**src/sv/esw_pkg.sv**
```systemverilog
// shared types and codes for the edge span walker
// used by esw_divider, edge_span_walker and the bench; no dependencies

package esw_pkg;

	// item beat codes
	localparam logic MODE_LOAD = 1'b0;
	localparam logic MODE_STEP = 1'b1;

	// status of the iterative divider as seen by its sequencer
	typedef struct packed {
		logic busy;
		logic done;
	} esw_div_stat_t;

endpackage

```
**src/sv/esw_item_if.sv**
```systemverilog
// input channel of the edge span walker: load or step beats
// valid/ready handshake, payload widths follow COORD_BITS

interface esw_item_if #(
	parameter int COORD_BITS = 16
) ();
	logic                         valid;
	logic                         ready;
	logic                         mode;
	logic signed [COORD_BITS-1:0] start_x;
	logic signed [COORD_BITS-1:0] start_y;
	logic signed [COORD_BITS-1:0] end_x;
	logic signed [COORD_BITS-1:0] end_y;

	modport source (
		output valid, mode, start_x, start_y, end_x, end_y,
		input  ready
	);

	modport sink (
		input  valid, mode, start_x, start_y, end_x, end_y,
		output ready
	);
endinterface

```
**src/sv/esw_span_if.sv**
```systemverilog
// output channel of the edge span walker: one span beat per item
// valid/ready handshake, payload widths follow COORD_BITS

interface esw_span_if #(
	parameter int COORD_BITS = 16
) ();
	logic                         valid;
	logic                         ready;
	logic signed [COORD_BITS:0]   span_begin;
	logic signed [COORD_BITS:0]   span_end;
	logic signed [COORD_BITS-1:0] span_row;
	logic                         at_bottom;
	logic                         span_valid;

	modport source (
		output valid, span_begin, span_end, span_row, at_bottom, span_valid,
		input  ready
	);

	modport sink (
		input  valid, span_begin, span_end, span_row, at_bottom, span_valid,
		output ready
	);
endinterface

```
**src/sv/esw_divider.sv**
```systemverilog
// restoring unsigned divider, one quotient bit per cycle
// depends on esw_pkg for the status struct

module esw_divider
	import esw_pkg::*;
#(
	parameter int NW = 18,
	parameter int DW = 17
) (
	input  logic          clk,
	input  logic          arst_n,
	input  logic          start,
	input  logic [NW-1:0] num,
	input  logic [DW-1:0] den,
	output esw_div_stat_t stat,
	output logic [NW-1:0] quo,
	output logic [DW-1:0] rem
);
	localparam int CW = $clog2(NW + 1);

	logic [CW-1:0] cnt_q;
	logic          busy_q;
	logic          done_q;
	logic [NW-1:0] quo_q;
	logic [DW-1:0] rem_q;
	logic [DW-1:0] den_q;

	logic [DW:0]   shifted;
	logic [DW:0]   diff;
	logic          ge;

	assign shifted = {rem_q, quo_q[NW-1]};
	assign ge      = shifted >= {1'b0, den_q};
	assign diff    = shifted - {1'b0, den_q};

	always_ff @(posedge clk or negedge arst_n) begin
		if (!arst_n) begin
			cnt_q  <= '0;
			busy_q <= 1'b0;
			done_q <= 1'b0;
		end else begin
			done_q <= 1'b0;
			if (start) begin
				cnt_q  <= CW'(NW);
				busy_q <= 1'b1;
			end else if (busy_q) begin
				cnt_q <= cnt_q - CW'(1);
				if (cnt_q == CW'(1)) begin
					busy_q <= 1'b0;
					done_q <= 1'b1;
				end
			end
		end
	end

	always_ff @(posedge clk) begin
		if (start) begin
			quo_q <= num;
			rem_q <= '0;
			den_q <= den;
		end else if (busy_q) begin
			// remainder stays below den, so the low DW bits hold it
			rem_q <= ge ? diff[DW-1:0] : shifted[DW-1:0];
			quo_q <= {quo_q[NW-2:0], ge};
		end
	end

	assign stat.busy = busy_q;
	assign stat.done = done_q;
	assign quo       = quo_q;
	assign rem       = rem_q;
endmodule

```
**src/sv/edge_span_walker.sv**
```systemverilog
// edge span walker: one span beat per load or step beat.
// x-major load: LOAD1, LOAD2, LOAD3, DIVSET, DIVWAIT, FIN, EMIT; x-major step: DIVSET, DIVWAIT, FIN,
// EMIT, with DIVWAIT held by the bit-serial divider (COORD_BITS+2 quotient bits, one per cycle).
// y-major or horizontal load: LOAD1-3, EMIT; y-major step: STEP, YM2, EMIT; past the bottom row: EMIT.
// one item at a time: next beat taken the cycle after the span is registered.
// arst_n clears the sequencer, the output valid, the divider and live_q; no edge is loaded.

module edge_span_walker
	import esw_pkg::*;
#(
	parameter int COORD_BITS = 16
) (
	input  logic        clk,
	input  logic        arst_n,
	esw_item_if.sink    items,
	esw_span_if.source  spans
);
	localparam int N  = COORD_BITS;
	localparam int XW = N + 1;   // span x, wraps like the output field
	localparam int AW = N + 2;   // doubled |dx|, dividend
	localparam int DW = N + 1;   // doubled dy, divisor
	localparam int EW = N + 3;   // error accumulator

	localparam logic [3:0] S_IDLE    = 4'd0;
	localparam logic [3:0] S_LOAD1   = 4'd1;
	localparam logic [3:0] S_LOAD2   = 4'd2;
	localparam logic [3:0] S_LOAD3   = 4'd3;
	localparam logic [3:0] S_STEP    = 4'd4;
	localparam logic [3:0] S_YM2     = 4'd5;
	localparam logic [3:0] S_DIVSET  = 4'd6;
	localparam logic [3:0] S_DIVWAIT = 4'd7;
	localparam logic [3:0] S_FIN     = 4'd8;
	localparam logic [3:0] S_EMIT    = 4'd9;

	localparam logic [XW-1:0] X_ONE = XW'(1);

	logic [3:0] state_q;

	logic signed [N-1:0]  xt_q, yt_q, xb_q, yb_q;
	logic signed [XW-1:0] dx_q;
	logic [N-1:0]         dy_q;
	logic [AW-1:0]        adx2_q;
	logic [DW-1:0]        dy2_q;
	logic [EW-1:0]        e_q;
	logic signed [XW-1:0] left_q, right_q;
	logic signed [N-1:0]  bot_q, cur_q;
	logic                 live_q;
	logic                 xmaj_q;
	logic                 dneg_q, dpos_q;
	logic                 load_q;
	logic                 ok_q;

	logic                 out_v_q;
	logic signed [XW-1:0] out_begin_q, out_end_q;
	logic signed [N-1:0]  out_row_q;
	logic                 out_bot_q, out_ok_q;

	logic                 accept;
	logic                 swap;
	logic [XW-1:0]        adx;
	logic                 xmaj_c;
	logic [XW-1:0]        xt_x, xb_x;
	logic [XW-1:0]        qx;
	logic                 emit_go;

	logic                 div_start;
	logic [AW-1:0]        div_num;
	esw_div_stat_t        div_stat;
	logic [AW-1:0]        div_quo;
	logic [DW-1:0]        div_rem;

	assign accept  = items.valid && items.ready;
	assign swap    = items.end_y < items.start_y;
	assign adx     = dx_q[XW-1] ? XW'(-dx_q) : XW'(dx_q);
	assign xmaj_c  = adx2_q > AW'(dy2_q);
	assign xt_x    = {xt_q[N-1], xt_q};
	assign xb_x    = {xb_q[N-1], xb_q};
	assign qx      = div_quo[XW-1:0];
	assign emit_go = !out_v_q || spans.ready;

	assign div_start = state_q == S_DIVSET;
	assign div_num   = AW'(EW'(adx2_q) - e_q);

	esw_divider #(
		.NW(AW),
		.DW(DW)
	) u_div (
		.clk   (clk),
		.arst_n(arst_n),
		.start (div_start),
		.num   (div_num),
		.den   (dy2_q),
		.stat  (div_stat),
		.quo   (div_quo),
		.rem   (div_rem)
	);

	// sequencer and control flags
	always_ff @(posedge clk or negedge arst_n) begin
		if (!arst_n) begin
			state_q <= S_IDLE;
			live_q  <= 1'b0;
			out_v_q <= 1'b0;
		end else begin
			if (out_v_q && spans.ready && state_q != S_EMIT) begin
				out_v_q <= 1'b0;
			end
			case (state_q)
				S_IDLE: begin
					if (accept) begin
						if (items.mode == MODE_LOAD) begin
							state_q <= S_LOAD1;
						end else if (live_q && cur_q < bot_q) begin
							state_q <= xmaj_q ? S_DIVSET : S_STEP;
						end else begin
							live_q  <= 1'b0;
							state_q <= S_EMIT;
						end
					end
				end
				S_LOAD1: begin
					live_q  <= 1'b1;
					state_q <= S_LOAD2;
				end
				S_LOAD2:   state_q <= S_LOAD3;
				S_LOAD3:   state_q <= (xmaj_c && dy_q != '0) ? S_DIVSET : S_EMIT;
				S_STEP:    state_q <= S_YM2;
				S_YM2:     state_q <= S_EMIT;
				S_DIVSET:  state_q <= S_DIVWAIT;
				S_DIVWAIT: begin
					if (div_stat.done) begin
						state_q <= S_FIN;
					end
				end
				S_FIN:     state_q <= S_EMIT;
				S_EMIT: begin
					if (emit_go) begin
						out_v_q <= 1'b1;
						state_q <= S_IDLE;
					end
				end
				default:   state_q <= S_IDLE;
			endcase
		end
	end

	// edge datapath
	always_ff @(posedge clk) begin
		case (state_q)
			S_IDLE: begin
				if (accept) begin
					if (items.mode == MODE_LOAD) begin
						// order endpoints top to bottom
						xt_q <= swap ? items.end_x : items.start_x;
						yt_q <= swap ? items.end_y : items.start_y;
						xb_q <= swap ? items.start_x : items.end_x;
						yb_q <= swap ? items.start_y : items.end_y;
					end else if (live_q && cur_q < bot_q) begin
						cur_q  <= cur_q + N'(1);
						load_q <= 1'b0;
						ok_q   <= 1'b1;
					end else begin
						ok_q <= 1'b0;
					end
				end
			end
			S_LOAD1: begin
				dx_q   <= xb_x - xt_x;
				dy_q   <= yb_q - yt_q;
				bot_q  <= yb_q;
				cur_q  <= yt_q;
				load_q <= 1'b1;
				ok_q   <= 1'b1;
			end
			S_LOAD2: begin
				adx2_q <= {adx, 1'b0};
				dy2_q  <= {dy_q, 1'b0};
				dneg_q <= dx_q[XW-1];
				dpos_q <= !dx_q[XW-1] && dx_q != '0;
			end
			S_LOAD3: begin
				xmaj_q <= xmaj_c;
				if (xmaj_c) begin
					if (dy_q != '0) begin
						e_q <= EW'(adx2_q[AW-1:1]) - EW'(dneg_q);
					end else begin
						// horizontal edge: inclusive span lesser x to greater x
						e_q     <= EW'(adx2_q[AW-1:1]);
						left_q  <= (xt_q < xb_q) ? xt_x : xb_x;
						right_q <= (xt_q < xb_q) ? xb_x : xt_x;
					end
				end else begin
					e_q     <= EW'(dy_q);
					left_q  <= xt_x;
					right_q <= xt_x + X_ONE;
				end
			end
			S_STEP: begin
				e_q <= e_q + EW'(adx2_q);
			end
			S_YM2: begin
				if (e_q > EW'(dy2_q)) begin
					e_q <= e_q - EW'(dy2_q);
					if (dpos_q) begin
						left_q  <= left_q + X_ONE;
						right_q <= right_q + X_ONE;
					end else begin
						left_q  <= left_q - X_ONE;
						right_q <= right_q - X_ONE;
					end
				end
			end
			S_FIN: begin
				// run is quotient + 1, new error is dy2 - remainder
				e_q <= EW'(dy2_q) - EW'(div_rem);
				if (load_q) begin
					if (dpos_q) begin
						left_q  <= xt_x;
						right_q <= xt_x + qx + X_ONE;
					end else begin
						right_q <= xt_x + X_ONE;
						left_q  <= xt_x - qx;
					end
				end else if (dpos_q) begin
					left_q  <= right_q;
					right_q <= right_q + qx + X_ONE;
				end else begin
					// left - (q + 1) is left + ~q
					right_q <= left_q;
					left_q  <= left_q + ~qx;
				end
			end
			S_EMIT: begin
				if (emit_go) begin
					out_begin_q <= ok_q ? left_q : '0;
					out_end_q   <= ok_q ? right_q : '0;
					out_row_q   <= ok_q ? cur_q : '0;
					out_bot_q   <= ok_q && cur_q == bot_q;
					out_ok_q    <= ok_q;
				end
			end
			default: begin
			end
		endcase
	end

	assign items.ready      = state_q == S_IDLE;
	assign spans.valid      = out_v_q;
	assign spans.span_begin = out_begin_q;
	assign spans.span_end   = out_end_q;
	assign spans.span_row   = out_row_q;
	assign spans.at_bottom  = out_bot_q;
	assign spans.span_valid = out_ok_q;
endmodule
```
**src/flat_wrapper.sv**
```systemverilog
// flat-port wrapper written by rule: the top's interface ports become plain ports
module edge_span_walker_flat import esw_pkg::*;
#(
	parameter int COORD_BITS = 16
)
  (clk, arst_n, items_valid, items_mode, items_start_x, items_start_y, items_end_x, items_end_y, items_ready, spans_valid, spans_span_begin, spans_span_end, spans_span_row, spans_at_bottom, spans_span_valid, spans_ready);
  esw_item_if #(.COORD_BITS(COORD_BITS)) items_i ();
  esw_span_if #(.COORD_BITS(COORD_BITS)) spans_i ();
  input  logic clk;
  input  logic arst_n;
  input wire logic [$bits(items_i.valid)-1:0] items_valid;
  input wire logic [$bits(items_i.mode)-1:0] items_mode;
  input wire logic [$bits(items_i.start_x)-1:0] items_start_x;
  input wire logic [$bits(items_i.start_y)-1:0] items_start_y;
  input wire logic [$bits(items_i.end_x)-1:0] items_end_x;
  input wire logic [$bits(items_i.end_y)-1:0] items_end_y;
  output wire logic [$bits(items_i.ready)-1:0] items_ready;
  output wire logic [$bits(spans_i.valid)-1:0] spans_valid;
  output wire logic [$bits(spans_i.span_begin)-1:0] spans_span_begin;
  output wire logic [$bits(spans_i.span_end)-1:0] spans_span_end;
  output wire logic [$bits(spans_i.span_row)-1:0] spans_span_row;
  output wire logic [$bits(spans_i.at_bottom)-1:0] spans_at_bottom;
  output wire logic [$bits(spans_i.span_valid)-1:0] spans_span_valid;
  input wire logic [$bits(spans_i.ready)-1:0] spans_ready;
  assign items_i.valid = items_valid;
  assign items_i.mode = items_mode;
  assign items_i.start_x = items_start_x;
  assign items_i.start_y = items_start_y;
  assign items_i.end_x = items_end_x;
  assign items_i.end_y = items_end_y;
  assign items_ready = items_i.ready;
  assign spans_valid = spans_i.valid;
  assign spans_span_begin = spans_i.span_begin;
  assign spans_span_end = spans_i.span_end;
  assign spans_span_row = spans_i.span_row;
  assign spans_at_bottom = spans_i.at_bottom;
  assign spans_span_valid = spans_i.span_valid;
  assign spans_i.ready = spans_ready;
  edge_span_walker #(.COORD_BITS(COORD_BITS)) u_core (.clk(clk), .arst_n(arst_n), .items(items_i), .spans(spans_i));
endmodule
```
**config.mk**
```make
export PLATFORM = sky130hd
export DESIGN_NAME = edge_span_walker_flat
export DESIGN_NICKNAME = d
export VERILOG_FILES = /design/src/sv/esw_pkg.sv /design/src/sv/esw_item_if.sv /design/src/sv/esw_span_if.sv /design/src/sv/esw_divider.sv /design/src/sv/edge_span_walker.sv /design/src/flat_wrapper.sv
export SDC_FILE = /design/constraint.sdc
export NUM_CORES = 1
export LEC_CHECK = 0
export BUFFER_PORTS_ARGS = -buffer_cell sky130_fd_sc_hd__clkbuf_2
export CAP_MARGIN = 20
export CORE_MARGIN = 2
export CORE_UTILIZATION = 35
export DETAILED_ROUTE_END_ITERATION = 7
export HOLD_SLACK_MARGIN = 0.03
export PLACE_DENSITY = 0.49
export SYNTH_ARGS = -nofsm -noshare
export SYNTH_HDL_FRONTEND = slang
export SYNTH_SLANG_ARGS = --single-unit
export TNS_END_PERCENT = 5
```
**constraint.sdc**
```tcl
create_clock -name clk -period 7.54 [get_ports clk]
set_input_delay 0.377 -clock clk [delete_from_list [all_inputs] [get_ports clk]]
set_output_delay 0.377 -clock clk [all_outputs]
set_load 0.02 [all_outputs]
```
Word level (Yosys, flattened, before mapping)
Index checks and enable logic that the tools add are counted.

Register bits: 336. Input bits: 69. Output and inout bits: 54. Logic and storage cells: 174.

Add/sub/neg operators: 22. Order comparisons: 6. Equal/unequal tests: 20. Muxes and demuxes: 65. Bitwise logic cells: 2. Reduce and logical (&&, ||, !) cells: 26.

Operator list (number): $mux W17 (17); $mux W16 (8); $pmux W17 S3 (2); $pmux W19 S4 (1); $add A17 B1 Y17 const B (4); $mux W19 (3); $add A17 B17 Y17 (3); $lt A16 B16 Y1 (3); $mux W18 (2); $pmux W4 S9 (1); $sub A17 B1 Y17 const B (2); $sub A17 B17 Y17 (2); $pmux W16 S2 (1); $mux W4 (6); $add A19 B18 Y19 (1); $gt A19 B17 Y1 (1); $sub A19 B17 Y19 (1); $ge A18 B17 Y1 (1); $gt A18 B17 Y1 (1); $mux W1 (18); $sub A17 B1 Y18 (1); $sub A17 B17 Y18 (1); $sub A18 B18 Y18 (1); $add A16 B2 Y17 const B (1); other kinds (33) (59).

Longest topological paths before layout
Depth after elaboration: 6. Depth in mapped cells: 14. Depth with buffers taken out: 13.

By module
From an unflattened synthesis, not the netlist that was laid out.

Cell total of the unflattened synthesis: 3037. Area, all modules: 28258.4 sq um.

Modules (own cells, without submodules): edge_span_walker (times used 1, cells each 2723, area each 24898.9 sq um, seq. area each 8318.0 sq um); esw_divider (times used 1, cells each 314, area each 3359.5 sq um, seq. area each 1566.5 sq um).

Worst setup path after synthesis
No wires, ideal clock.

Path type: reg2reg. Start point: register u_core.state_q[0]. End point: register u_core.xb_q[0] (enable). Library setup time: 0.578 ns. Data arrival time: 5.528 ns. Required time: 6.962 ns. Setup slack: 1.434 ns. Cell stages (with the launch flop): 5. Path buffers: 1. Period minus slack after synthesis: 6.106 ns. Path through: dfrtp_1 -> clkbuf_1 -> nor2_1 -> nand2_1 -> nor3b_1.

Longest elaborated chain between the ends: 3.

RTL lines: start, declared (RTL line edge_span_walker.sv:37) `logic [3:0] state_q;`; start signal, assigned (RTL line edge_span_walker.sv:114) `state_q <= xmaj_q ? S_DIVSET : S_STEP;`; start signal, assigned (RTL line edge_span_walker.sv:126) `S_LOAD3: state_q <= (xmaj_c && dy_q != '0) ? S_DIVSET : S_EMIT;`; $logic_not A4 Y1 (*) (RTL line edge_span_walker.sv:149, edge_span_walker.sv:247); $logic_and A1 B1 Y1 (RTL line edge_span_walker.sv:72) `assign accept = items.valid && items.ready;`; $reduce_and A3 Y1 (no source line) (*); end signal, assigned (RTL line edge_span_walker.sv:156) `xb_q <= swap ? items.start_x : items.end_x;`; end, declared (RTL line edge_span_walker.sv:39) `logic signed [N-1:0] xt_q, yt_q, xb_q, yb_q;`.

Every way passes the cells marked *; elsewhere a longest branch is shown, timed or not. A chain may end at the register's enable or synchronous reset.

Worst setup path in the final report
Start point: register u_core.dy2_q[1]. End point: register u_core.e_q[17] (enable).

Longest elaborated chain between the ends: 3.

RTL lines: start, declared (RTL line edge_span_walker.sv:43) `logic [DW-1:0] dy2_q;`; start signal, assigned (RTL line edge_span_walker.sv:177) `dy2_q <= {dy_q, 1'b0};`; $gt A19 B17 Y1 (RTL line edge_span_walker.sv:202) `if (e_q > EW'(dy2_q)) begin`; $ne A2 B1 Y1 (no source line); $reduce_and A2 Y1 (no source line); end signal, assigned (RTL line edge_span_walker.sv:199) `e_q <= e_q + EW'(adx2_q);`; end signal, assigned (RTL line edge_span_walker.sv:203) `e_q <= e_q - EW'(dy2_q);`; end signal, assigned (RTL line edge_span_walker.sv:215) `e_q <= EW'(dy2_q) - EW'(div_rem);`; end, declared (RTL line edge_span_walker.sv:44) `logic [EW-1:0] e_q;`.

Every way passes these cells.

==> reports/results.ini <==
[drt]
final_antenna_net_count=0
vias=21600
wire_per_inst_um=21.2
via_per_inst=5.56
firstDrtPassIters=6
drc=0
drtIter0Drc=1581
wl_mm=82.5

[job]
max_cap_violations=0

[floorplanning]
fp.dieH_um=281
die-area_um2=78800
fp.dieW_um=281
start_util_pct=35.3
core_um2=75800
ios=123
rows=101

[synthesis]
ys_types=100
postSynthNetCount=3132
seq_area_frac_synth_pct=36.8
synth_top_area_share_pct=34.3
netlist_top_cells_count=edfxtp_1, ha_1, inv_1
syn_area_per_cell_um2=9.61
netlist_area_um2=26800
synth.most_common_cell=edfxtp_1
synth_top_area_cell=edfxtp_1
synthFlopType=edfxtp_1
yosys_register_bits=336
yosysWarnings=0
synth.area.top_cells=edfxtp_1, ha_1, xnor2_1
synth_edf_count=306
synthCells=2788
async_reset_ff_share_pct=3.87

[sta]
rsz0062_at_grt=no
setup_viol=0
setup_tns_ns=0
period_needed_ns=4.39
skew_ns=0.0347
period_share_pct=58.3
fmax_mhz=228
worst_pin_slew_ns=1.01
drv_slew=0
slew_headroom_pct=32.4
hold_viol_final=0
worst_slack_ns=3.15

[critical_path]
end_kind=flip-flop
cp-startpoint=u_core.dy2_q[1]$_DFFE_PP_
r2r_cells=12
path_buf_inv=1
crit_path_frequent_cell=nor4_1
crit_family=compound AO/OA/AOI/OAI gates
crit_chain=ha_1, inv_1, fa_1, a211oi_1, nor2_1, o2111ai_1, a21boi_0, nor4_1, nor4b_1, nor4_1, o21ai_0, a211o_1
critPathMaxStageDelay_ns=0.84
path_class=flip-flop to flip-flop
cp_data_arrival_time_ns=4.60
cp.required_ns=7.75
crit_slowest_cell=a211o_1
worstReg2RegEnd=u_core.e_q[17]$_DFFE_PP_
cp_max_fo=18
worstSetupStartpointType=flip-flop
r2r_setup_slack_ns=3.15
timing.rr.start=u_core.dy2_q[1]$_DFFE_PP_

[global_route]
grt_pass1_wl_mm=126
grt_usage_pct=20.7
grt_antenna_before_repair=1
grt_pass1_vias=21400
grt_max_degree=85
grt-ovfl-total=0

[cells_and_area]
drive_gt1_share_pct=12.0
nNetsFinal=3223
antennaDiodeCount=0
syn_to_final_growth_pct=11.9

[clock_tree]
cts-root-buf=clkbuf_16
cts_resized=0
cts_tree=done
numCtsBuffers=43
post_cts_buffers=0
clock-sinks=336
clockBufferDepth=3
cts_hold_buf=1
clock_latency_ns=0.62
clk_pin_slew_ns=0.06
cts_max_level=2

[worst_hold_path]
whs_endpoint=u_core.xb_q[2]$_DFFE_PP_
min-delay-start=items_end_x[2]
hold_class=primary input to flip-flop
hold_depth=2

[placed_design]
numPortBuffers=122
post-place-ws_ns=3.32
dp_hpwl_mm=61.5
gp_congestion=0.918

[power]
p_per_area_nw_per_um2=469
ir_drop_mv=0.185
finalPower_mw=14.1
p_leak_nw=12.1

[outcome]
status=finished, final reports clean

[final cells by class]
class / count / area [um^2]
Clock buffer: 52 / 1130
Fill cell: 7542 / 45800
Timing Repair Buffer: 148 / 828
Tap cell: 978 / 1220
Sequential cell: 336 / 9850
Inverter: 220 / 826
Clock inverter: 25 / 357
Multi-Input combinational cell: 2130 / 15800
[power by group]
part / leakage (nW) / total, mW / switching (mW) / internal [mW]
combinational: 8.25 / 8.17 / 4.84 / 3.32
sequential: 3.13 / 3.70 / 0.743 / 2.95
clock: 0.718 / 2.21 / 0.914 / 1.29
[routing by layer]
metal | wire length, um | vias up | global-route usage [%]
met5 | 27 | - | 0
met4 | 2470 | 4 | 6.88
met3 | 3820 | 130 | 2.93
met2 | 37300 | 570 | 33.2
met1 | 38800 | 10400 | 28.5
li1 | - | 10500 | -
[logic make-up after synthesis]
logic type | count (synthesis) | share of synthesized area (%)
AOI/OAI and AO/OA | 747 | 18.4
xor gates and xnor gates | 224 | 7.32
adders and majority gates | 275 | 13.2
buffers and inverters | 322 | 4.63
DFF | 336 | 36.8
muxes | 116 | 5.54
and+or+nand+nor | 768 | 14.2
[worst max-delay path by stage]
stage,end,slack (ns),cells past startpoint
2_1_floorplan,u_core.xb_q[0]$_DFFE_PP_,1.43,4
3_3_place_gp,u_core.left_q[12]$_DFFE_PP_,3.40,11
3_5_place_dp,u_core.e_q[16]$_DFFE_PP_,3.32,12
4_1_cts,u_core.e_q[10]$_DFFE_PP_,3.25,12
5_1_grt,u_core.e_q[10]$_DFFE_PP_,2.87,12
6_report,u_core.e_q[17]$_DFFE_PP_,3.15,12
[per-stage QoR]
stage / hold slack, ns / cells / area, um^2 / utilization, %
detailed placement: 0.303 / 3809 / 28400 / 37.5
global placement: 0.294 / 3809 / 28400 / 37.5
CTS: 0.0651 / 3887 / 29900 / 39.5
floorplan: 0.0814 / 2788 / 26800 / -
global route: 0.0810 / 3889 / 30000 / 39.5
finish: 0.0913 / 3889 / 30000 / 39.5
[cell usage in the layout (no fill, tap or decap), types with 9 or more instances in the layout]
cell,instances
nor2_1,202
a31oi_1,27
xor2_1,76
nand2_1,170
dfxtp_1,17
o21ai_0,176
clkbuf_16,44
nor3_1,61
and2_1,57
nand3_1,55
buf_4,23
or4_1,9
mux4_2,19
nor2b_1,35
mux2_2,66
ha_1,262
o31ai_1,16
or3_1,25
o22ai_1,14
o21bai_1,21
nand2b_1,43
o221ai_1,24
or2_2,12
a21oi_1,196
inv_1,217
mux2i_1,29
a21o_1,53
a211o_1,13
o211ai_1,24
nor4_1,14
a211oi_1,38
clkbuf_2,122
fa_1,13
o21a_1,35
nand4_1,31
edfxtp_1,306
dfrtp_1,13
xnor2_1,148
a22oi_1,9
and3_1,17
[flip-flops by register name (all words and copies together), names as in the netlist, 17 cells and up]
name,count
u_core.e_q,19
u_core.u_div.quo,18
u_core.adx2_q,17
u_core.dx_q,17
u_core.left_q,17
u_core.right_q,17
u_core.spans.span_begin,17
u_core.spans.span_end,17
u_core.u_div.rem,17
No activity file was read; power rests on OpenSTA's default activity.
